===== src/rtl/core/csc_pkg.sv =====
package csc_pkg;

    // Number of rotation steps and width of the internal x, y and z words.
    localparam int ITERATIONS = 28;
    localparam int DATA_WIDTH = 32;

    // Width of the interface angle and results.
    localparam int IO_WIDTH = 32;

    // Width of a step index.
    localparam int SHIFT_W = (ITERATIONS > 1) ? $clog2(ITERATIONS) : 1;

    // pi/4 with a 62-bit fraction, and the CORDIC gain with a 62-bit fraction.
    localparam logic [63:0] PI_Q60   = 64'h3243_F6A8_885A_308D;
    localparam logic [63:0] GAIN_Q62 = 64'd2800459869988536347;

    typedef logic signed [DATA_WIDTH-1:0] t_word;
    typedef logic signed [IO_WIDTH-1:0]   t_io_word;

    // Working set handed from one pipeline stage to the next.
    typedef struct packed {
        t_word x;
        t_word y;
        t_word z;
        logic  neg;
    } t_csc_data;

    // Bitwise long division, used only to build constants.
    function automatic logic [63:0] udiv64(input logic [63:0] num, input logic [63:0] den);
        logic [63:0] rem;
        logic [63:0] quo;
        rem = '0;
        quo = '0;
        for (int b = 63; b >= 0; b--) begin
            rem = {rem[62:0], num[b]};
            if (rem >= den) begin
                rem    = rem - den;
                quo[b] = 1'b1;
            end
        end
        return quo;
    endfunction

    // Round half up while dropping s fraction bits.
    function automatic logic [63:0] urnd(input logic [63:0] val, input int s);
        return (val + (64'd1 << (s - 1))) >> s;
    endfunction

    // atan(2^-i) with a 62-bit fraction, from the alternating power series.
    function automatic logic [63:0] atan_q62(input int i);
        logic [63:0] sum;
        logic [63:0] term;
        int          e;
        sum = '0;
        if (i == 0) begin
            return PI_Q60;
        end
        for (int k = 0; k < 32; k++) begin
            e = 62 - i * (2 * k + 1);
            if (e >= 0) begin
                term = udiv64(64'd1 << e, 64'(2 * k + 1));
                if (k[0]) begin
                    sum = sum - term;
                end else begin
                    sum = sum + term;
                end
            end
        end
        return sum;
    endfunction

    function automatic t_word fit_word(input logic [63:0] val);
        return val[DATA_WIDTH-1:0];
    endfunction

    // Angle constants in the residual format and the gain in the x, y format.
    localparam t_word PI_Z      = fit_word(urnd(PI_Q60, 64 - DATA_WIDTH));
    localparam t_word TWO_PI_Z  = fit_word(urnd(PI_Q60, 63 - DATA_WIDTH));
    localparam t_word HALF_PI_Z = fit_word(urnd(PI_Q60, 65 - DATA_WIDTH));
    localparam t_word GAIN_XY   = fit_word(urnd(GAIN_Q62, 64 - DATA_WIDTH));

    function automatic t_word atan_z(input int i);
        return fit_word(urnd(atan_q62(i), 66 - DATA_WIDTH));
    endfunction

    // Output limits, plus and minus one in Q2.30.
    localparam t_io_word ONE_Q30     = t_io_word'(64'sd1 <<< 30);
    localparam t_io_word NEG_ONE_Q30 = t_io_word'(-(64'sd1 <<< 30));

endpackage


===== src/rtl/core/csc_cell.sv =====
module csc_cell (
    input  logic                        i_clk,
    input  logic                        i_rst_n,
    input  logic [csc_pkg::SHIFT_W-1:0] i_shift,
    input  csc_pkg::t_word              i_atan,
    input  logic                        i_valid,
    output logic                        o_ready,
    input  csc_pkg::t_csc_data          i_data,
    output logic                        o_valid,
    input  logic                        i_ready,
    output csc_pkg::t_csc_data          o_data
);
    import csc_pkg::*;

    logic      r_valid;
    t_csc_data r_data;
    t_csc_data n_data;
    t_word     w_dx;
    t_word     w_dy;

    assign w_dx = i_data.y >>> i_shift;
    assign w_dy = i_data.x >>> i_shift;

    // A residual of exactly zero rotates clockwise.
    always_comb begin
        n_data.neg = i_data.neg;
        if (i_data.z > 0) begin
            n_data.x = i_data.x - w_dx;
            n_data.y = i_data.y + w_dy;
            n_data.z = i_data.z - i_atan;
        end else begin
            n_data.x = i_data.x + w_dx;
            n_data.y = i_data.y - w_dy;
            n_data.z = i_data.z + i_atan;
        end
    end

    assign o_ready = !r_valid || i_ready;
    assign o_valid = r_valid;
    assign o_data  = r_data;

    always_ff @(posedge i_clk) begin
        if (!i_rst_n) begin
            r_valid <= 1'b0;
        end else if (o_ready) begin
            r_valid <= i_valid;
        end
    end

    always_ff @(posedge i_clk) begin
        if (o_ready && i_valid) begin
            r_data <= n_data;
        end
    end

endmodule


===== config.mk =====
export PLATFORM = sky130hd
export DESIGN_NAME = csc_cell
export DESIGN_NICKNAME = d
export VERILOG_FILES = /design/src/rtl/core/csc_pkg.sv /design/src/rtl/core/csc_cell.sv
export SDC_FILE = /design/constraint.sdc
export NUM_CORES = 1
export LEC_CHECK = 0
export BUFFER_PORTS_ARGS = -buffer_cell sky130_fd_sc_hd__buf_2
export CAP_MARGIN = 5
export CORE_UTILIZATION = 40
export DETAILED_ROUTE_END_ITERATION = 6
export PLACE_DENSITY = 0.68
export SKIP_CTS_REPAIR_TIMING = 1
export SLEW_MARGIN = 10
export SYNTH_ARGS = -nofsm -noshare
export SYNTH_HDL_FRONTEND = slang
export SYNTH_SLANG_ARGS = --single-unit
export TNS_END_PERCENT = 30

===== constraint.sdc =====
create_clock -name i_clk -period 8 [get_ports i_clk]
set_clock_uncertainty 0.05 [all_clocks]
set_input_delay 1.2 -clock i_clk [delete_from_list [all_inputs] [get_ports i_clk]]
set_output_delay 1.2 -clock i_clk [all_outputs]
set_load 0.1 [all_outputs]

# Word-level counts from Yosys, hierarchy flattened

Cells that the tools add are included.

Register bits after elaboration: 98
Input port bits: 138
Output and inout port bits: 99
Logic and storage cells: 18

Add/subtract/negate cells: 6
$lt $le $gt $ge: 1
Shifts and indexed selects: 2
Muxes and demuxes: 1
Reductions and logical operators: 3

Operator list:

| cell                                                           | count |
|---|---|
| adder 32 bit                                                   | 3 |
| two-way mux 96 bit                                             | 1 |
| subtractor 32 bit                                              | 3 |
| >>> shifter 32 x 5 -> 32 bit                                   | 2 |
| greater-than comparator 32 x 1 -> 1 bit, second input constant | 1 |
| logical AND 1 bit                                              | 1 |
| logical NOT 1 bit                                              | 1 |
| logical OR 1 bit                                               | 1 |

# Logic depth before layout (Yosys ltp)

Word-level depth: 3
Gate-level depth with buffers: 26
Depth with buffers taken out: 21

# Worst setup path before layout

OpenSTA, ideal clock, no wires.

Path kind: input to register
From: input port i_shift[1] (netlist name)
To: register r_data (netlist bit o_data[64]), data pin
Library setup time: 0.260 ns
Arrival time: 6.130 ns
Required time: 7.690 ns
Setup slack: 1.560 ns
Stages on the path: 22
Buffers on the path: 3
Cell sequence: buf_6 > buf_12 > buf_12 > mux4_1 > mux2i_1 > o32ai_1 > a211oi_1 > ha_1 > nor4b_4 > nand4_2 > o21ai_0 > xor2_1 > ha_1 > a21o_1 > a221oi_1 > o221ai_1 > a31oi_1 > o21ai_0 > a21o_1 > or4_1 > a31oi_1 > xnor2_1

RTL lines:

| item                 | RTL line       | RTL |
|---|---|---|
| start, declared      | csc_cell.sv:4  | `input logic [csc_pkg::SHIFT_W-1:0] i_shift,` |
| end signal, assigned | csc_cell.sv:52 | `r_data <= n_data;` |
| end, declared        | csc_cell.sv:16 | `t_csc_data r_data;` |

==> results.sh <==
export IMPL_outcome="complete, no violations"
export IMPL_power_total_mw=3.50
export IMPL_p_switching_mw=1.87
export IMPL_start_util_pct=40.6
export IMPL_via_count=14000
export IMPL_maxCapViolations=0
export IMPL_final_nets=1982
export IMPL_die_h_um=192
export IMPL_timing_setup_tns_ps=0
export IMPL_pre_cts_slack_ps=626
export IMPL_critPathCaptureType="flip-flop"
export IMPL_worst_hold_slack_ps=488
export IMPL_layout_min_cycle_time_ps=7120
export IMPL_syn2layout_area_growth_pct=13.4
export IMPL_cts_tree="done"
export IMPL_wire_per_inst_um=22.8
export IMPL_worstPathArrival_ps=7190
export IMPL_hold_viol_final=0
export IMPL_p_int_mw=1.63
export IMPL_yosysSeqAreaShare_pct=20.3
export IMPL_crit_type="in2reg"
export IMPL_syn_inst=1529
export IMPL_die_w_um=192
export IMPL_remaining_drc_errors=0
export IMPL_cts_sink_count=98
export IMPL_postLayoutCellArea_mm2=0.0163
export IMPL_seq_area_mm2=0.00293
export IMPL_gp_congestion=0.998
export IMPL_placed_area_mm2=0.0161
export IMPL_p_leak_nw=6.72
export IMPL_first_global_vias=13200
export IMPL_cts_htree_levels=3
export IMPL_grt_max_degree=57
export IMPL_powerDensity_mw_per_mm2=214
export IMPL_globalRouteTotalUtil_pct=27.0
export IMPL_maxSlewHeadroom_pct=41.1
export IMPL_worstMarginPinSlew_ps=880
export IMPL_start_kind="input pin"
export IMPL_clkPwrFrac_pct=13.0
export IMPL_final_cell_mix="buf_2, nand2_1, nor2_1, a21oi_1, xnor2_1"
export IMPL_ant_nets=0
export IMPL_io_buffer_count=236
export IMPL_clockBufferDepth=2
export IMPL_cp_required_ps=8080
export IMPL_cts_made_buffers=9
export IMPL_drive_gt1_share_pct=24.6
export IMPL_min_from="o_valid$_SDFFE_PN0N_"
export IMPL_crit_start="i_shift[1]"
export IMPL_fmax_ghz=0.141
export IMPL_fin_cells=2205
export IMPL_drt_iter0_markers=1522
export IMPL_synth_ff_type="edfxtp_1"
export IMPL_multi_input_area_mm2=0.0109
export IMPL_dp_hpwl_um=39200
export IMPL_combPwrFrac_pct=65.3
export IMPL_num_rows=69
export IMPL_synth_fp_nets=1773
export IMPL_final_max_slew_violation_count=0
export IMPL_antenna_found_initial=0
export IMPL_first_pass_iters=7
export IMPL_timing_rr_start="o_valid$_SDFFE_PN0N_"
export IMPL_ir_worst_vdd_mv=0.172
export IMPL_clkLatencyLatePin_ps=370
export IMPL_switching_share_pct=53.5
export IMPL_io_pins=237
export IMPL_setup_viol=0
export IMPL_clkTransAtPathRegs_ps=70
export IMPL_crit_fanout=29
export IMPL_dpl_cell_count=2188
export IMPL_power_frac_seq_pct=21.8
export IMPL_coreArea_mm2=0.0355
export IMPL_synth_edf_count=97
export IMPL_final_common_cell="buf_2"
export IMPL_grt_setup_unrepaired="false"
export IMPL_utilization_pct=46.1
export IMPL_avgSynthCellArea_um2=9.43
export IMPL_reg2reg_slack_ps=5870
export IMPL_root_buffer="clkbuf_16"
export IMPL_ys_ff_latch=98
export IMPL_ys_warn_count=0
export IMPL_wirelength_um=50200
export IMPL_synth_distinct_cells=100
export IMPL_vias_per_cell=6.33
export IMPL_period_share_pct=88.9
export IMPL_hp_class="reg2reg"
export IMPL_overflow=0
export IMPL_die_area_mm2=0.0368
export IMPL_setup_slack_ps=884
export IMPL_fillers=3417
export IMPL_synth_async_reset_ratio_pct=0
export IMPL_syn_area_mm2=0.0144
export IMPL_grt_first_pass_wirelength_um=75800
-- synthesized netlist by cell type (10+ instances only) --
cell / count / area (um2)
inv_1: 36 / 135
clkbuf_1: 32 / 120
nand2_1: 124 / 465
nor2b_1: 11 / 68.8
a31oi_1: 24 / 150
mux2i_1: 43 / 430
nand4_1: 10 / 62.6
nor2_1: 117 / 439
mux4_2: 70 / 1580
a21o_1: 53 / 398
edfxtp_1: 97 / 2910
nand3_1: 25 / 125
xor2_1: 60 / 526
nor4_1: 19 / 119
o21ai_0: 67 / 335
o31ai_1: 13 / 97.6
mux2_2: 20 / 225
nand2b_1: 26 / 163
a21oi_1: 116 / 581
and2_1: 14 / 87.6
buf_2: 16 / 80.1
o211ai_1: 17 / 128
xnor2_1: 104 / 911
ha_1: 103 / 1290
a211oi_1: 25 / 188
mux4_1: 18 / 473
or2_2: 12 / 75.1
buf_1: 10 / 37.5
o21a_1: 14 / 105
nor3_1: 22 / 110
buf_6: 10 / 113
and3_1: 18 / 113
-- final cells by class --
cell class	instances	area share, %
multi-input combinational	1318	66.7
sequential	98	17.9
timing repair buffer	272	9.14
tap	461	3.53
clock buffer	9	1.38
inverter	39	0.896
clock inverter	7	0.421
antenna	1	0.0153
-- logic make-up after synthesis --
group	synth area share, %
xor+xnor	10.1
compound gates	21.6
flops	20.3
fa+ha+maj	9.36
simple gates	15.5
buf+inv	4.11
mux	18.9
-- power by group through the flow --
stage	Sequential (mW)	Clock (mW)	Combinational (mW)
finish	0.763	0.454	2.29
detailed placement	0.775	0	2.26
global route	0.774	0.485	2.42
global placement	0.774	0	2.24
floorplan	1.56	0	1.01
CTS	0.766	0.473	2.27
-- critical path: stages --
cell and delay [ps]:
buf_4 400, mux4_1 630, mux2i_1 340, o32ai_1 160
a211oi_1 570, ha_1 330, nor4b_4 380, nand4_2 310
o21ai_0 290, xor2_1 170, ha_1 290, a21o_1 190
a221oi_1 400, o221ai_1 230, a31oi_1 210, o21ai_0 170
a21o_1 230, or4_1 400, a31oi_1 200, xnor2_1 80
-- flip-flops by register name, summed over array words and instances (netlist names) --
name / count
o_valid: 1
o_data: 97
-- worst paths after layout --
check | endpoint | depth (start not counted)
min | o_valid$_SDFFE_PN0N_ | 2
max reg2reg | o_data[91]$_DFFE_PP_ | 3
max | o_data[64]$_DFFE_PP_ | 20
min reg2reg | o_valid$_SDFFE_PN0N_ | 2
-- layer usage --
metal  GRT usage, %  up-vias  wire (um)
li1               -     6388          -
met1           36.1     6675      20900
met2           42.8      793      22600
met3           5.19      104       4970
met4           10.4        0       1740
met5              0        -          0
(Power assumes the default switching activity.)
