$ cat config.mk
export PLATFORM = sky130hd
export DESIGN_NAME = csc_pre
export DESIGN_NICKNAME = d
export VERILOG_FILES = /design/src/rtl/core/csc_pkg.sv /design/src/rtl/core/csc_pre.sv
export SDC_FILE = /design/constraint.sdc
export NUM_CORES = 1
export LEC_CHECK = 0
export BUFFER_PORTS_ARGS = -buffer_cell sky130_fd_sc_hd__buf_2
export CAP_MARGIN = 20
export CORE_MARGIN = 2
export CORE_UTILIZATION = 42
export DETAILED_ROUTE_END_ITERATION = 10
export MAX_ROUTING_LAYER = met4
export PLACE_DENSITY = 0.65
export SLEW_MARGIN = 10
export SYNTH_ARGS = -nofsm -noshare
export SYNTH_HDL_FRONTEND = slang
export SYNTH_SLANG_ARGS = --single-unit
$ cat constraint.sdc
create_clock -name i_clk -period 2.96 [get_ports i_clk]
set_input_delay 0.296 -clock i_clk [delete_from_list [all_inputs] [get_ports i_clk]]
set_output_delay 0.296 -clock i_clk [all_outputs]
set_load 0.005 [all_outputs]
$ cat src/rtl/core/csc_pkg.sv
package csc_pkg;

    // Number of rotation steps and width of the internal x, y and z words.
    localparam int ITERATIONS = 28;
    localparam int DATA_WIDTH = 32;

    // Width of the interface angle and results.
    localparam int IO_WIDTH = 32;

    // Width of a step index.
    localparam int SHIFT_W = (ITERATIONS > 1) ? $clog2(ITERATIONS) : 1;

    // pi/4 with a 62-bit fraction, and the CORDIC gain with a 62-bit fraction.
    localparam logic [63:0] PI_Q60   = 64'h3243_F6A8_885A_308D;
    localparam logic [63:0] GAIN_Q62 = 64'd2800459869988536347;

    typedef logic signed [DATA_WIDTH-1:0] t_word;
    typedef logic signed [IO_WIDTH-1:0]   t_io_word;

    // Working set handed from one pipeline stage to the next.
    typedef struct packed {
        t_word x;
        t_word y;
        t_word z;
        logic  neg;
    } t_csc_data;

    // Bitwise long division, used only to build constants.
    function automatic logic [63:0] udiv64(input logic [63:0] num, input logic [63:0] den);
        logic [63:0] rem;
        logic [63:0] quo;
        rem = '0;
        quo = '0;
        for (int b = 63; b >= 0; b--) begin
            rem = {rem[62:0], num[b]};
            if (rem >= den) begin
                rem    = rem - den;
                quo[b] = 1'b1;
            end
        end
        return quo;
    endfunction

    // Round half up while dropping s fraction bits.
    function automatic logic [63:0] urnd(input logic [63:0] val, input int s);
        return (val + (64'd1 << (s - 1))) >> s;
    endfunction

    // atan(2^-i) with a 62-bit fraction, from the alternating power series.
    function automatic logic [63:0] atan_q62(input int i);
        logic [63:0] sum;
        logic [63:0] term;
        int          e;
        sum = '0;
        if (i == 0) begin
            return PI_Q60;
        end
        for (int k = 0; k < 32; k++) begin
            e = 62 - i * (2 * k + 1);
            if (e >= 0) begin
                term = udiv64(64'd1 << e, 64'(2 * k + 1));
                if (k[0]) begin
                    sum = sum - term;
                end else begin
                    sum = sum + term;
                end
            end
        end
        return sum;
    endfunction

    function automatic t_word fit_word(input logic [63:0] val);
        return val[DATA_WIDTH-1:0];
    endfunction

    // Angle constants in the residual format and the gain in the x, y format.
    localparam t_word PI_Z      = fit_word(urnd(PI_Q60, 64 - DATA_WIDTH));
    localparam t_word TWO_PI_Z  = fit_word(urnd(PI_Q60, 63 - DATA_WIDTH));
    localparam t_word HALF_PI_Z = fit_word(urnd(PI_Q60, 65 - DATA_WIDTH));
    localparam t_word GAIN_XY   = fit_word(urnd(GAIN_Q62, 64 - DATA_WIDTH));

    function automatic t_word atan_z(input int i);
        return fit_word(urnd(atan_q62(i), 66 - DATA_WIDTH));
    endfunction

    // Output limits, plus and minus one in Q2.30.
    localparam t_io_word ONE_Q30     = t_io_word'(64'sd1 <<< 30);
    localparam t_io_word NEG_ONE_Q30 = t_io_word'(-(64'sd1 <<< 30));

endpackage

$ cat src/rtl/core/csc_pre.sv
module csc_pre (
    input  logic                        i_clk,
    input  logic                        i_rst_n,
    input  logic                        i_valid,
    output logic                        o_ready,
    input  logic signed [csc_pkg::IO_WIDTH-1:0] i_angle,
    output logic                        o_valid,
    input  logic                        i_ready,
    output csc_pkg::t_csc_data          o_data
);
    import csc_pkg::*;

    logic      r_a_valid;
    t_word     r_a_z;
    t_word     n_a_z;
    t_word     w_z_in;
    logic      r_b_valid;
    t_csc_data r_b_data;
    t_csc_data n_b_data;
    logic      w_a_ready;
    logic      w_b_ready;

    // Bring the angle into the residual format.
    generate
        if (DATA_WIDTH > IO_WIDTH) begin : g_widen
            assign w_z_in = t_word'({i_angle, {(DATA_WIDTH - IO_WIDTH){1'b0}}});
        end else if (DATA_WIDTH == IO_WIDTH) begin : g_same
            assign w_z_in = i_angle;
        end else begin : g_narrow
            assign w_z_in = i_angle[IO_WIDTH-1 -: DATA_WIDTH];
        end
    endgenerate

    // First stage: one wrap by 2*pi into [-pi, pi].
    always_comb begin
        n_a_z = w_z_in;
        if (w_z_in > PI_Z) begin
            n_a_z = w_z_in - TWO_PI_Z;
        end else if (w_z_in < -PI_Z) begin
            n_a_z = w_z_in + TWO_PI_Z;
        end
    end

    // Second stage: fold by pi into [-pi/2, pi/2] and seed x and y.
    always_comb begin
        n_b_data.x   = GAIN_XY;
        n_b_data.y   = '0;
        n_b_data.z   = r_a_z;
        n_b_data.neg = 1'b0;
        if (r_a_z > HALF_PI_Z) begin
            n_b_data.z   = r_a_z - PI_Z;
            n_b_data.neg = 1'b1;
        end else if (r_a_z < -HALF_PI_Z) begin
            n_b_data.z   = r_a_z + PI_Z;
            n_b_data.neg = 1'b1;
        end
    end

    assign w_b_ready = !r_b_valid || i_ready;
    assign w_a_ready = !r_a_valid || w_b_ready;
    assign o_ready   = w_a_ready;
    assign o_valid   = r_b_valid;
    assign o_data    = r_b_data;

    always_ff @(posedge i_clk) begin
        if (!i_rst_n) begin
            r_a_valid <= 1'b0;
            r_b_valid <= 1'b0;
        end else begin
            if (w_a_ready) begin
                r_a_valid <= i_valid;
            end
            if (w_b_ready) begin
                r_b_valid <= r_a_valid;
            end
        end
    end

    always_ff @(posedge i_clk) begin
        if (w_a_ready && i_valid) begin
            r_a_z <= n_a_z;
        end
        if (w_b_ready && r_a_valid) begin
            r_b_data <= n_b_data;
        end
    end

endmodule

---- After elaboration in Yosys (flattened, before gate mapping) ----
Cells that the tools add are included.
word-level totals
  flip-flop bits (word level) ............. 67
  input port bits ......................... 36
  output and inout bits ................... 99
  word-level logic and storage cells ...... 23
cells by class
  add/subtract/negate cells ............... 4
  $lt $le $gt $ge ......................... 4
  mux-type cells .......................... 4
  reductions and logical operators ........ 6
operator list
  operator                count
  $mux 33                 2
  $mux 32                 2
  $add 32x31->32 const B  1
  $add 32x32->32 const B  1
  $gt 32x30->1 const B    1
  $gt 32x31->1 const B    1
  $lt 32x30->1 const B    1
  $lt 32x31->1 const B    1
  $sub 32x31->32 const B  1
  $sub 32x32->32 const B  1
  $logic_and 1x1->1       2
  $logic_not 1->1         2
  $logic_or 1x1->1        2

---- Logic depth before layout (Yosys ltp) ----
  word-level depth ........................ 4
  mapped depth ............................ 11
  gate-level depth less buffers ........... 9

---- Worst setup path before layout ----
Ideal clock, no wire load.
  path type ............................... reg-to-reg
  start point ............................. register r_a_z[15]
  end point ............................... register r_b_data, in the netlist o_data[29], data pin
  library setup time ...................... 266 ps
  data arrival time ....................... 2168 ps
  required time ........................... 2694 ps
  path slack .............................. 526 ps
  stages on the path, launching flop included .. 9
  path buffers ............................ 1
  cell sequence ........................... edfxtp_1 > or4_1 > nor3_1 > and4bb_4 > a211o_1 > buf_2 > nor3_1 > a21oi_1 > xnor2_1
RTL lines
  element                   RTL line       text
  start: declaration        csc_pre.sv:14  t_word r_a_z;
  start signal: assignment  csc_pre.sv:81  r_a_z <= n_a_z;
  end signal: assignment    csc_pre.sv:84  r_b_data <= n_b_data;
  end: declaration          csc_pre.sv:18  t_csc_data r_b_data;

==> impl_summary.txt <==
----------------------------------------------------
[STA]
  Max-slew violation total from the final report ... 0
  Final cycle utilization of the critical path ... 92.2%
  Slew @ Worst Pin ... 0.856 ns
  Setup skew after layout ... 0.00851 ns
  Final setup slack of the worst path ... 0.230 ns
  Count of endpoints failing setup in the final report ... 0
  Setup repair after global routing missed its margin ... no
  Final critical path time including I/O delays and setup ... 2.73 ns
  Tightest slew margin relative to the limit ... 42.4%
  Count of final hold-check violations ... 0
  Highest clock frequency the design can meet ... 366 MHz
  Total negative slack for setup checks ... 0 ns

[Clock tree]
  Clock slew at reported path FFs ... 0.05 ns
  Clock tree from TritonCTS ... built
  H-tree Lvls ... 3
  Clock insertion delay at the later pin of the skew report ... 0.33 ns
  Number of clock buffers inserted by TritonCTS ... 9
  Cts repair resizes ... 0
  CTS Buffer Depth ... 2
  Clock Sinks ... 67
  Number of hold buffers added after CTS ... 0
  Post-CTS setup buffer count ... 0
  Clk Tree Root Cell ... sky130_fd_sc_hd__clkbuf_16

[Finish]
  Inserted Diodes ... 0
  Fraction of layout instances using a drive strength above 1 ... 20.7%
  Net total in the final layout ... 762
  Area growth from synthesis to layout ... 10.3%

[Job]
  Max capacitance violation total ... 0

[Critical path]
  Highest-delay cell along the critical path ... sky130_fd_sc_hd__or4b_2
  Arrival @ worst endpoint ... 2.79 ns
  CP required ... 3.02 ns
  Crit path largest cell delay ... 0.70 ns
  Classification of the worst setup path ... flip-flop to flip-flop
  Startpoint type of the worst setup path ... flip-flop
  Type of destination of the critical path ... flip-flop
  CP max FO ... 18
  Crit path cell chain ... or4b_2 -> nor3_1 -> a41o_1 -> a21o_1 -> buf_12 -> nor2_1 -> a31oi_1 -> xnor2_1

[Global route]
  Global router's overall resource usage ... 19.3%
  Initial antenna violation count ... 0
  Grt ovf ... 0
  Wire length of the first global-routing pass ... 22400 um
  Via count of the first global-routing pass ... 4544
  Pin count of the biggest net entering global routing ... 34

[Yosys]
  Area share of the leading cell type in the synthesized netlist ... 33.0%
  Most common cell in the synthesized netlist ... sky130_fd_sc_hd__buf_4
  List of most frequent post-synthesis cells ... sky130_fd_sc_hd__buf_4 (67), sky130_fd_sc_hd__edfxtp_1 (65), sky130_fd_sc_hd__nor2_1 (45)
  Number of warnings printed during yosys synthesis ... 0
  Post-synthesis instance total ... 662
  Synthesized cell area ... 5910 um2
  Cell accounting for the most synthesized area ... sky130_fd_sc_hd__edfxtp_1
  Post-synthesis sequential area ratio ... 33.7%
  Unique masters post-synth ... 83
  Post-synth EDFFs ... 65
  Prevailing post-synth register cell ... sky130_fd_sc_hd__edfxtp_1
  Synthesized flop and latch total ... 67
  Avg Cell Area, Syn ... 8.92 um2
  Fraction of registers with async set or reset after synthesis ... 0%
  Top cells by area in the synthesized netlist ... sky130_fd_sc_hd__edfxtp_1 (33%), sky130_fd_sc_hd__buf_4 (8.5%), sky130_fd_sc_hd__xnor2_1 (5.8%)

[Detailed routing]
  Residual DRC ... 0
  Post-route antenna net violation count ... 0
  Detailed-route vias per instance ... 5.46
  Iteration count of the initial detailed-routing pass ... 5
  Detailed Route WL ... 13800 um
  Vias ... 4945
  Drt initial violations ... 416
  Average wire per cell in the routed design ... 15.2 um

[Floorplan]
  I/O Pins ... 135
  Die height ... 123 um
  Overall die area ... 15000 um2
  Die outline width ... 123 um
  Num rows ... 43
  Starting density of the core ... 42.7%
  Core outline area ... 13800 um2

[Place]
  Worst slack after detailed placement ... 0.200 ns
  HPWL after detailed placement ... 10800 um
  Port Buffer Count ... 70
  Weighted congestion reported at the end of routability-driven placement ... 0.874

[Power]
  Maximum vdd drop ... 221 uV
  Pwr Density ... 465 nW/um2
  Static power due to leakage ... 2.47 nW

[Min path]
  Type of the worst min-delay path ... input pin to flip-flop

[Run status]
  Run status ... complete, no violations

----------------------------------------------------
==> layer usage <==
layer | track usage, % | up-vias | share of wire (%) | routed length (um)
met5 | - | - | 0 | 0
met4 | 5.82 | 0 | 1.7 | 231
met3 | 2.74 | 15 | 5.5 | 756
met2 | 30.3 | 198 | 46 | 6330
met1 | 25.8 | 2285 | 47 | 6430
li1 | - | 2447 | - | -
==> power by group <==
| group | internal, mW | switching [mW] | leakage (nW) |
|---|---|---|---|
| clock network | 0.584 | 0.351 | 0.133 |
| registers | 1.18 | 0.0670 | 0.638 |
| logic | 0.350 | 0.494 | 1.69 |
==> state kept, by name, summed over array words and instances (netlist names) <==
| name | cells |
|---|---|
| o_data | 33 |
| o_valid | 1 |
| r_a_valid | 1 |
| r_a_z | 32 |
==> kinds of logic after synthesis <==
kind of cell / Yosys count / synth area share, %
xor gates and xnor gates: 60 / 8.90
muxes: 1 / 0.169
and+or+nand+nor: 205 / 20.0
other: 2 / 0.127
AOI/OAI and AO/OA: 190 / 22.5
buffers and inverters: 131 / 13.3
adders and majority gates: 6 / 1.27
DFF: 67 / 33.7
==> cells in the final DEF (no fill, tap or decap), drive strengths merged, types with 4 or more instances in the layout <==
| master | n |
|---|---|
| nand4b | 5 |
| o21ai | 50 |
| nor2b | 6 |
| o32ai | 6 |
| o21a | 6 |
| xnor2 | 39 |
| a21oi | 31 |
| or2 | 6 |
| nor4 | 10 |
| ha | 6 |
| a211oi | 8 |
| and2 | 9 |
| nor2 | 45 |
| edfxtp | 65 |
| nand4 | 7 |
| o211ai | 9 |
| nor4b | 5 |
| or3 | 6 |
| o22ai | 6 |
| nand2 | 39 |
| nand3 | 15 |
| conb | 64 |
| inv | 14 |
| or4 | 9 |
| nand2b | 7 |
| a22oi | 5 |
| and3 | 6 |
| clkbuf | 13 |
| xor2 | 21 |
| buf | 102 |
| a221oi | 4 |
| nor3 | 22 |
| a21o | 6 |
| a31oi | 22 |
| a32oi | 4 |
==> worst max-delay path: cells and delay by family (launching register included) <==
family,cells,cell delay [ns]
xor gates and xnor gates,1,0.12
DFF,1,0.39
and+or+nand+nor,3,1.15
AOI/OAI and AO/OA,3,0.64
buffers and inverters,1,0.16
==> per-stage QoR <==
stage | util [%] | hold slack, ns | cell area (um2) | power (mW) | instances
global placement | 45.2 | 0.488 | 6250 | 2.09 | 889
finish | 47.1 | 0.174 | 6520 | 3.03 | 905
CTS | 47.1 | 0.171 | 6520 | 3.05 | 905
global route | 47.1 | 0.171 | 6520 | 3.21 | 905
detailed placement | 45.2 | 0.518 | 6250 | 2.10 | 889
floorplan | - | 0.414 | 6140 | 1.91 | 724
==> worst paths after layout <==
| kind | slack (ns) | start | endpoint | cells after the start |
|---|---|---|---|---|
| max reg2reg | 0.23 | r_a_z[7] | o_data[15] | 8 |
| max | 0.23 | r_a_z[7] | o_data[15] | 8 |
| min reg2reg | 0.53 | r_a_valid | o_valid | 1 |
| min | 0.17 | i_rst_n | o_valid | 2 |
==> area by class of cell <==
class / instances / area [um2]
Timing Repair Buffer: 102 / 616
Clock buffer: 13 / 250
Fill cell: 1324 / 7310
Multi-Input combinational cell: 526 / 3370
Clock inverter: 3 / 15.0
Sequential cell: 67 / 1990
Inverter: 14 / 52.6
Tap cell: 180 / 225
No activity file was read; power rests on OpenSTA's default activity.
