--- src/rtl/core/csc_pkg.sv ---
package csc_pkg;

    // Number of rotation steps and width of the internal x, y and z words.
    localparam int ITERATIONS = 28;
    localparam int DATA_WIDTH = 32;

    // Width of the interface angle and results.
    localparam int IO_WIDTH = 32;

    // Width of a step index.
    localparam int SHIFT_W = (ITERATIONS > 1) ? $clog2(ITERATIONS) : 1;

    // pi/4 with a 62-bit fraction, and the CORDIC gain with a 62-bit fraction.
    localparam logic [63:0] PI_Q60   = 64'h3243_F6A8_885A_308D;
    localparam logic [63:0] GAIN_Q62 = 64'd2800459869988536347;

    typedef logic signed [DATA_WIDTH-1:0] t_word;
    typedef logic signed [IO_WIDTH-1:0]   t_io_word;

    // Working set handed from one pipeline stage to the next.
    typedef struct packed {
        t_word x;
        t_word y;
        t_word z;
        logic  neg;
    } t_csc_data;

    // Bitwise long division, used only to build constants.
    function automatic logic [63:0] udiv64(input logic [63:0] num, input logic [63:0] den);
        logic [63:0] rem;
        logic [63:0] quo;
        rem = '0;
        quo = '0;
        for (int b = 63; b >= 0; b--) begin
            rem = {rem[62:0], num[b]};
            if (rem >= den) begin
                rem    = rem - den;
                quo[b] = 1'b1;
            end
        end
        return quo;
    endfunction

    // Round half up while dropping s fraction bits.
    function automatic logic [63:0] urnd(input logic [63:0] val, input int s);
        return (val + (64'd1 << (s - 1))) >> s;
    endfunction

    // atan(2^-i) with a 62-bit fraction, from the alternating power series.
    function automatic logic [63:0] atan_q62(input int i);
        logic [63:0] sum;
        logic [63:0] term;
        int          e;
        sum = '0;
        if (i == 0) begin
            return PI_Q60;
        end
        for (int k = 0; k < 32; k++) begin
            e = 62 - i * (2 * k + 1);
            if (e >= 0) begin
                term = udiv64(64'd1 << e, 64'(2 * k + 1));
                if (k[0]) begin
                    sum = sum - term;
                end else begin
                    sum = sum + term;
                end
            end
        end
        return sum;
    endfunction

    function automatic t_word fit_word(input logic [63:0] val);
        return val[DATA_WIDTH-1:0];
    endfunction

    // Angle constants in the residual format and the gain in the x, y format.
    localparam t_word PI_Z      = fit_word(urnd(PI_Q60, 64 - DATA_WIDTH));
    localparam t_word TWO_PI_Z  = fit_word(urnd(PI_Q60, 63 - DATA_WIDTH));
    localparam t_word HALF_PI_Z = fit_word(urnd(PI_Q60, 65 - DATA_WIDTH));
    localparam t_word GAIN_XY   = fit_word(urnd(GAIN_Q62, 64 - DATA_WIDTH));

    function automatic t_word atan_z(input int i);
        return fit_word(urnd(atan_q62(i), 66 - DATA_WIDTH));
    endfunction

    // Output limits, plus and minus one in Q2.30.
    localparam t_io_word ONE_Q30     = t_io_word'(64'sd1 <<< 30);
    localparam t_io_word NEG_ONE_Q30 = t_io_word'(-(64'sd1 <<< 30));

endpackage

--- src/rtl/core/csc_post.sv ---
module csc_post (
    input  logic                                i_clk,
    input  logic                                i_rst_n,
    input  logic                                i_valid,
    output logic                                o_ready,
    input  csc_pkg::t_csc_data                  i_data,
    output logic                                o_valid,
    input  logic                                i_ready,
    output logic signed [csc_pkg::IO_WIDTH-1:0] o_sine,
    output logic signed [csc_pkg::IO_WIDTH-1:0] o_cosine
);
    import csc_pkg::*;

    logic     r_c_valid;
    t_io_word r_c_sine;
    t_io_word r_c_cosine;
    logic     r_c_neg;
    logic     r_d_valid;
    t_io_word r_d_sine;
    t_io_word r_d_cosine;
    t_io_word w_sine;
    t_io_word w_cosine;
    logic     w_c_ready;
    logic     w_d_ready;

    function automatic t_io_word clamp_q30(input t_io_word val);
        if (val > ONE_Q30) begin
            return ONE_Q30;
        end
        if (val < NEG_ONE_Q30) begin
            return NEG_ONE_Q30;
        end
        return val;
    endfunction

    // Scale x and y to Q2.30, rounding half up where bits are dropped.
    generate
        if (DATA_WIDTH > IO_WIDTH) begin : g_round
            localparam int DROP = DATA_WIDTH - IO_WIDTH;
            localparam logic signed [DATA_WIDTH:0] HALF =
                (DATA_WIDTH + 1)'(1) << (DROP - 1);
            logic signed [DATA_WIDTH:0] w_ys;
            logic signed [DATA_WIDTH:0] w_xs;
            assign w_ys     = ({i_data.y[DATA_WIDTH-1], i_data.y} + HALF) >>> DROP;
            assign w_xs     = ({i_data.x[DATA_WIDTH-1], i_data.x} + HALF) >>> DROP;
            assign w_sine   = w_ys[IO_WIDTH-1:0];
            assign w_cosine = w_xs[IO_WIDTH-1:0];
        end else if (DATA_WIDTH == IO_WIDTH) begin : g_same
            assign w_sine   = i_data.y;
            assign w_cosine = i_data.x;
        end else begin : g_widen
            assign w_sine   = {i_data.y, {(IO_WIDTH - DATA_WIDTH){1'b0}}};
            assign w_cosine = {i_data.x, {(IO_WIDTH - DATA_WIDTH){1'b0}}};
        end
    endgenerate

    assign w_d_ready = !r_d_valid || i_ready;
    assign w_c_ready = !r_c_valid || w_d_ready;
    assign o_ready   = w_c_ready;
    assign o_valid   = r_d_valid;
    assign o_sine    = r_d_sine;
    assign o_cosine  = r_d_cosine;

    always_ff @(posedge i_clk) begin
        if (!i_rst_n) begin
            r_c_valid <= 1'b0;
            r_d_valid <= 1'b0;
        end else begin
            if (w_c_ready) begin
                r_c_valid <= i_valid;
            end
            if (w_d_ready) begin
                r_d_valid <= r_c_valid;
            end
        end
    end

    always_ff @(posedge i_clk) begin
        if (w_c_ready && i_valid) begin
            r_c_sine   <= clamp_q30(w_sine);
            r_c_cosine <= clamp_q30(w_cosine);
            r_c_neg    <= i_data.neg;
        end
        if (w_d_ready && r_c_valid) begin
            r_d_sine   <= r_c_neg ? -r_c_sine : r_c_sine;
            r_d_cosine <= r_c_neg ? -r_c_cosine : r_c_cosine;
        end
    end

endmodule

--- config.mk ---
export PLATFORM = sky130hd
export DESIGN_NAME = csc_post
export DESIGN_NICKNAME = d
export VERILOG_FILES = /design/src/rtl/core/csc_pkg.sv /design/src/rtl/core/csc_post.sv
export SDC_FILE = /design/constraint.sdc
export NUM_CORES = 1
export LEC_CHECK = 0
export CAP_MARGIN = 20
export CORE_AREA = 2 2 128 130
export DETAILED_ROUTE_END_ITERATION = 12
export DIE_AREA = 0 0 130 132
export DONT_BUFFER_PORTS = 1
export GPL_TIMING_DRIVEN = 0
export PLACE_DENSITY = 0.52
export SYNTH_ARGS = -nofsm -noshare
export SYNTH_HDL_FRONTEND = slang
export SYNTH_SLANG_ARGS = --single-unit
--- constraint.sdc ---
create_clock -name i_clk -period 4.25 [get_ports i_clk]
set_input_delay 0.2125 -clock i_clk [delete_from_list [all_inputs] [get_ports i_clk]]
set_output_delay 0.2125 -clock i_clk [all_outputs]
set_load 0.005 [all_outputs]
======== Word-level counts from Yosys, hierarchy flattened ========
Cells that the tools add are included.
W data, S select, Z words.
storage, ports and cells
  bits in registers ....................... 131
  latch bits .............................. 0
  memory bits (writable) .................. 0
  bits in read-only memories .............. 0
  input bits .............................. 101
  output and inout bits ................... 66
  word-level logic and storage cells ...... 39
  memories ................................ 0
cells by class
  add/subtract/negate cells ............... 2
  multipliers ............................. 0
  divide/modulo/power cells ............... 0
  magnitude comparators ................... 4
  equality and inequality tests ........... 0
  shift-type cells ........................ 0
  multiplexer cells ....................... 20
  bitwise logic cells ..................... 0
  reduce and logical (&&, ||, !) cells .... 6
operator list
  cell                    count
  $mux W32                10
  $gt A32 B32 Y1 const B  2
  $lt A32 B31 Y1 const B  2
  $neg A32 Y32            2
  $mux W1                 10
  $logic_and A1 B1 Y1     2
  $logic_not A1 Y1        2
  $logic_or A1 B1 Y1      2

======== Logic depth before layout (Yosys ltp) ========
  word-level depth ........................ 9
  depth in mapped cells ................... 7

======== Worst setup path before layout ========
Ideal clock, no wire load.
  path kind ............................... register -> register
  start ................................... register r_d_valid (netlist: o_valid)
  end ..................................... register r_d_cosine[0] (netlist: o_cosine[0]), enable pin
  arrival ................................. 3323 ps
  slack ................................... 433 ps
  stages on the path, launching flop included .. 3
  path buffers ............................ 0
  cell sequence ........................... dfxtp_1 > nor2b_1 > nor2b_1
on the way
  cells in the longest elaborated chain, start to end .. 3
RTL lines
  what                    line            text
  start, declared         csc_post.sv:18  logic r_d_valid;
  start signal, assigned  csc_post.sv:73  r_d_valid <= r_c_valid;
  $logic_not A1 Y1        csc_post.sv:57  assign w_d_ready = !r_d_valid || i_ready;
  $logic_or A1 B1 Y1      csc_post.sv:57
  $logic_and A1 B1 Y1     csc_post.sv:84  if (w_d_ready && r_c_valid) begin
  end signal, assigned    csc_post.sv:86  r_d_cosine <= r_c_neg ? -r_c_cosine : r_c_cosine;
  end, declared           csc_post.sv:20  t_io_word r_d_cosine;
Every way passes these cells.
A chain may end at the register's enable or synchronous reset.

======== Worst setup path in the final report ========
  start ................................... register r_c_sine[2]
  end ..................................... register r_d_sine[23] (netlist: o_sine[23]), data pin
on the way
  cells in the longest elaborated chain, start to end .. 2
RTL lines
  what                    line            text
  start, declared         csc_post.sv:15  t_io_word r_c_sine;
  start signal, assigned  csc_post.sv:80  r_c_sine <= clamp_q30(w_sine);
  $neg A32 Y32            csc_post.sv:85  r_d_sine <= r_c_neg ? -r_c_sine : r_c_sine;
  $mux W32                csc_post.sv:85
  end signal, assigned    csc_post.sv:85
  end, declared           csc_post.sv:19  t_io_word r_d_sine;
Every way passes these cells.

==> Implementation_results.wiki <==
{| class="wikitable"
! Metric !! Value
|-
| H-tree level count || 4
|-
| Final-stage net count || 641
|-
| Area Overhead vs Synth || 16.35%
|-
| Post-route DRC violation count || 0
|-
| Hold-fix buffer count after cts || 12
|-
| Port Buffer Count || 0
|-
| Die area || 17160 sq um
|-
| Final HPWL from detailed placement || 10.01 mm
|-
| Leading cell types by total area after synthesis || sky130_fd_sc_hd__edfxtp_1 64%, sky130_fd_sc_hd__xnor2_1 8.4%, sky130_fd_sc_hd__nand2_1 5.0%
|-
| Clock network fraction of total power || 42.6%
|-
| Aggregate global routing overflow || 0
|-
| Worst voltage drop across the vdd grid || 0.0002559 V
|-
| Net switching share of the total power || 22.43%
|-
| Antenna violations before repair || 0
|-
| Number of synthesized flops with an enable pin || 129
|-
| Maximum fanout along the worst path || 10
|-
| Clock Sinks || 131
|-
| Fin. max-slew vios || 0
|-
| Post-synthesis instance total || 505
|-
| Class of the most critical setup path || flop to flop
|-
| Synth top area share || 63.84%
|-
| Synthesized area || 6068 sq um
|-
| Post-route clock skew || 0.008630 ns
|-
| Worst rel slew slack || 37.19%
|-
| Cell area after placement || 6387 sq um
|-
| Post-CTS setup buffer count || 0
|-
| Setup total negative slack || 0 ns
|-
| Top routing layer in use || met4
|-
| Actual transition at the worst max-transition pin || 0.9402 ns
|-
| Clock tree root driver cell || sky130_fd_sc_hd__clkbuf_16
|-
| Met3 layer wire length in the routed design || 672 um
|-
| Horizontal die dimension || 130 um
|-
| Launching element type of the critical path || flop
|-
| Effective utilization at floorplan || 38.62%
|-
| Filler cell count in the final layout || 1432
|-
| Biggest area consumer among synthesized cells || sky130_fd_sc_hd__edfxtp_1
|-
| Clock buffer depth || 2
|-
| Count of TritonRoute iterations in the first routing pass || 6
|-
| Insertion delay of the later-clocked pin in the worst-skew pair || 0.42 ns
|-
| Result of the run || finished, final reports clean
|-
| Core area || 15710 sq um
|-
| Post-cts sizing count || 0
|-
| Ratio of cells with drive above 1 in the final layout || 7.078%
|-
| Routed Antenna Nets || 0
|-
| Clock input transition at the sequential cells of the worst setup and hold paths || 0.05 ns
|-
| Mean instance size in the synthesized netlist || 12.02 sq um
|-
| Switching component of the power || 721.9 uW
|-
| Syn_nets || 608
|-
| Worst Hold Slack || 0.01177 ns
|-
| Combinational Power Share || 7.6%
|-
| DR iter-0 viols || 208
|-
| I/O pin cnt || 167
|-
| Sequential group share of total power || 49.8%
|-
| Cell area after layout || 7061 sq um
|-
| Hold Crit Class || primary input to flop
|-
| Die Y-Extent || 132 um
|-
| Final WL || 13.23 mm
|-
| Wire length of the first global-routing pass || 20.31 mm
|-
| Final Hold Vio Count || 0
|-
| Maximum number of pins on one net before global-route repair || 35
|-
| Synth unique cells || 41
|-
| F_max || 0.3925 GHz
|-
| Reported leakage power || 2.372 nW
|-
| Number of max-capacitance violations reported || 0
|-
| Length in cells of the worst reg-to-reg path || 5
|-
| Setup-violating endpoint count in the final report || 0
|-
| Cell area power density || 455.8 nW/um^2
|-
| Number of warnings printed during yosys synthesis || 0
|-
| Gp weighted congestion || 0.9324
|-
| Overall power consumption || 3.218 mW
|-
| Ant diodes || 0
|-
| DR vias/cell || 5.070
|-
| Average detailed-routed wire length per instance || 17.25 um
|-
| Wire length on met1 || 5.169 mm
|-
| Number of global-route vias before repair || 3892
|-
| Final critical path time including I/O delays and setup || 2.548 ns
|-
| Met2 wirelength from detailed routing || 6.819 mm
|-
| Vias || 3889
|-
| Required time at the worst-slack endpoint || 4.40 ns
|-
| Share of synthesized area occupied by flip-flops and latches || 64.49%
|-
| Flip-flop and latch count after synthesis || 131
|-
| Global routing usage summed across all routing layers || 15.97%
|-
| Share of the clock period used by the worst path after layout || 59.95%
|-
| Floorplan row count || 46
|-
| Worst hold path stage count || 2
|-
| Asr flop ratio synth || 0%
|-
| Type of destination of the critical path || flop
|-
| CTS tree || built
|-
| Internal power consumption || 2.496 mW
|-
| Prevailing post-synth register cell || sky130_fd_sc_hd__edfxtp_1
|-
| RSZ-0062 raised after global routing || no
|-
| Arrival time at the worst endpoint || 2.70 ns
|-
| Number of buffers created by CTS || 17
|}
[registers in the layout (all words and copies together), names as in the netlist]
| name | count |
|---|---|
| r_c_sine | 32 |
| r_c_neg | 1 |
| r_c_valid | 1 |
| o_sine | 32 |
| o_cosine | 32 |
| o_valid | 1 |
| r_c_cosine | 32 |
[layer usage]
layer  up-vias  global-route usage (%)
li1       1930                       -
met1      1788                   17.26
met2       134                   27.37
met3        37                   4.789
met4         0                   9.319
met5         -                       0
[final timing paths]
check                            startpoint                            to  slack, ns
setup reg to reg  r_c_sine[2]$_SDFFCE_PP0P_          o_sine[23]$_DFFE_PP_       1.70
setup / recovery  r_c_sine[2]$_SDFFCE_PP0P_          o_sine[23]$_DFFE_PP_       1.70
hold / removal                   i_data[91]  r_c_cosine[26]$_SDFFCE_PP0P_       0.01
hold reg to reg   r_c_sine[0]$_SDFFCE_PP0P_           o_sine[0]$_DFFE_PP_       0.54
[synth_stat cells, types with 3 or more instances]
cell,number
sky130_fd_sc_hd__nor4_1,20
sky130_fd_sc_hd__nor2_1,68
sky130_fd_sc_hd__nand3_1,3
sky130_fd_sc_hd__nor2b_1,5
sky130_fd_sc_hd__nand2_1,81
sky130_fd_sc_hd__o21ai_0,11
sky130_fd_sc_hd__clkbuf_1,23
sky130_fd_sc_hd__o31ai_1,14
sky130_fd_sc_hd__o41ai_1,23
sky130_fd_sc_hd__or2_2,3
sky130_fd_sc_hd__nand4_1,5
sky130_fd_sc_hd__nand2b_1,9
sky130_fd_sc_hd__nor3_1,9
sky130_fd_sc_hd__or4_1,3
sky130_fd_sc_hd__inv_1,7
sky130_fd_sc_hd__xnor2_1,58
sky130_fd_sc_hd__edfxtp_1,129
sky130_fd_sc_hd__or3_1,6
[worst max-delay path: stages, from the launching register on]
cell                       delay [ns]
sky130_fd_sc_hd__edfxtp_1        0.43
sky130_fd_sc_hd__nor3_1          0.56
sky130_fd_sc_hd__nand4b_1        0.40
sky130_fd_sc_hd__clkbuf_1        0.34
sky130_fd_sc_hd__o41ai_1         0.42
sky130_fd_sc_hd__xnor2_1         0.13
[cells by family (layout without fill, tap and decap cells)]
| family | count (synthesis) | count (layout) | share of synthesized area, % |
|---|---|---|---|
| and+or+nand+nor | 221 | 221 | 16.85 |
| AOI/OAI and AO/OA | 59 | 59 | 7.650 |
| xor gates and xnor gates | 59 | 59 | 8.516 |
| adders and majority gates | 2 | 2 | 0.4123 |
| DFF | 131 | 131 | 64.49 |
| buffers and inverters | 33 | 79 | 2.082 |
[cell type report]
type | count | area, sq um | area share (%)
sequential | 131 | 3914 | 55.43
multi-input combinational | 341 | 2037 | 28.85
clock buffer | 21 | 440.4 | 6.238
tap | 216 | 270.3 | 3.828
timing repair buffer | 14 | 160.2 | 2.268
clock inverter | 11 | 112.6 | 1.595
buffer | 26 | 100.1 | 1.418
inverter | 7 | 26.28 | 0.3721
[cell usage in the layout (no fill, tap or decap), types with 7 or more instances in the layout]
master | Yosys | final
sky130_fd_sc_hd__clkbuf_1 | 23 | 27
sky130_fd_sc_hd__inv_1 | 7 | 7
sky130_fd_sc_hd__edfxtp_1 | 129 | 129
sky130_fd_sc_hd__o41ai_1 | 23 | 23
sky130_fd_sc_hd__clkbuf_16 | 0 | 17
sky130_fd_sc_hd__nor2_1 | 68 | 68
sky130_fd_sc_hd__nor3_1 | 9 | 9
sky130_fd_sc_hd__nand2b_1 | 9 | 9
sky130_fd_sc_hd__o31ai_1 | 14 | 14
sky130_fd_sc_hd__xnor2_1 | 58 | 58
sky130_fd_sc_hd__nand2_1 | 81 | 81
sky130_fd_sc_hd__nor4_1 | 20 | 20
sky130_fd_sc_hd__dlygate4sd3_1 | 0 | 12
sky130_fd_sc_hd__o21ai_0 | 11 | 11
[power groups by stage]
stage          sequential, mW  combinational (mW)  clock (mW)
2_1_floorplan            1.61               0.183           0
3_3_place_gp             1.64               0.228           0
3_5_place_dp             1.63               0.239           0
4_1_cts                  1.61               0.249        1.39
5_1_grt                  1.61               0.279        1.44
6_report                 1.60               0.244        1.37
[stage by stage]
step	instances	utilization, %	setup WS (ns)
finish	767	44.94	1.702
global route	767	44.94	1.501
CTS	767	44.94	1.721
detailed placement	723	40.65	1.774
global placement	721	40.34	-0.7050
floorplan	505	-	0.4329
Power figures use the tool's default switching activity.
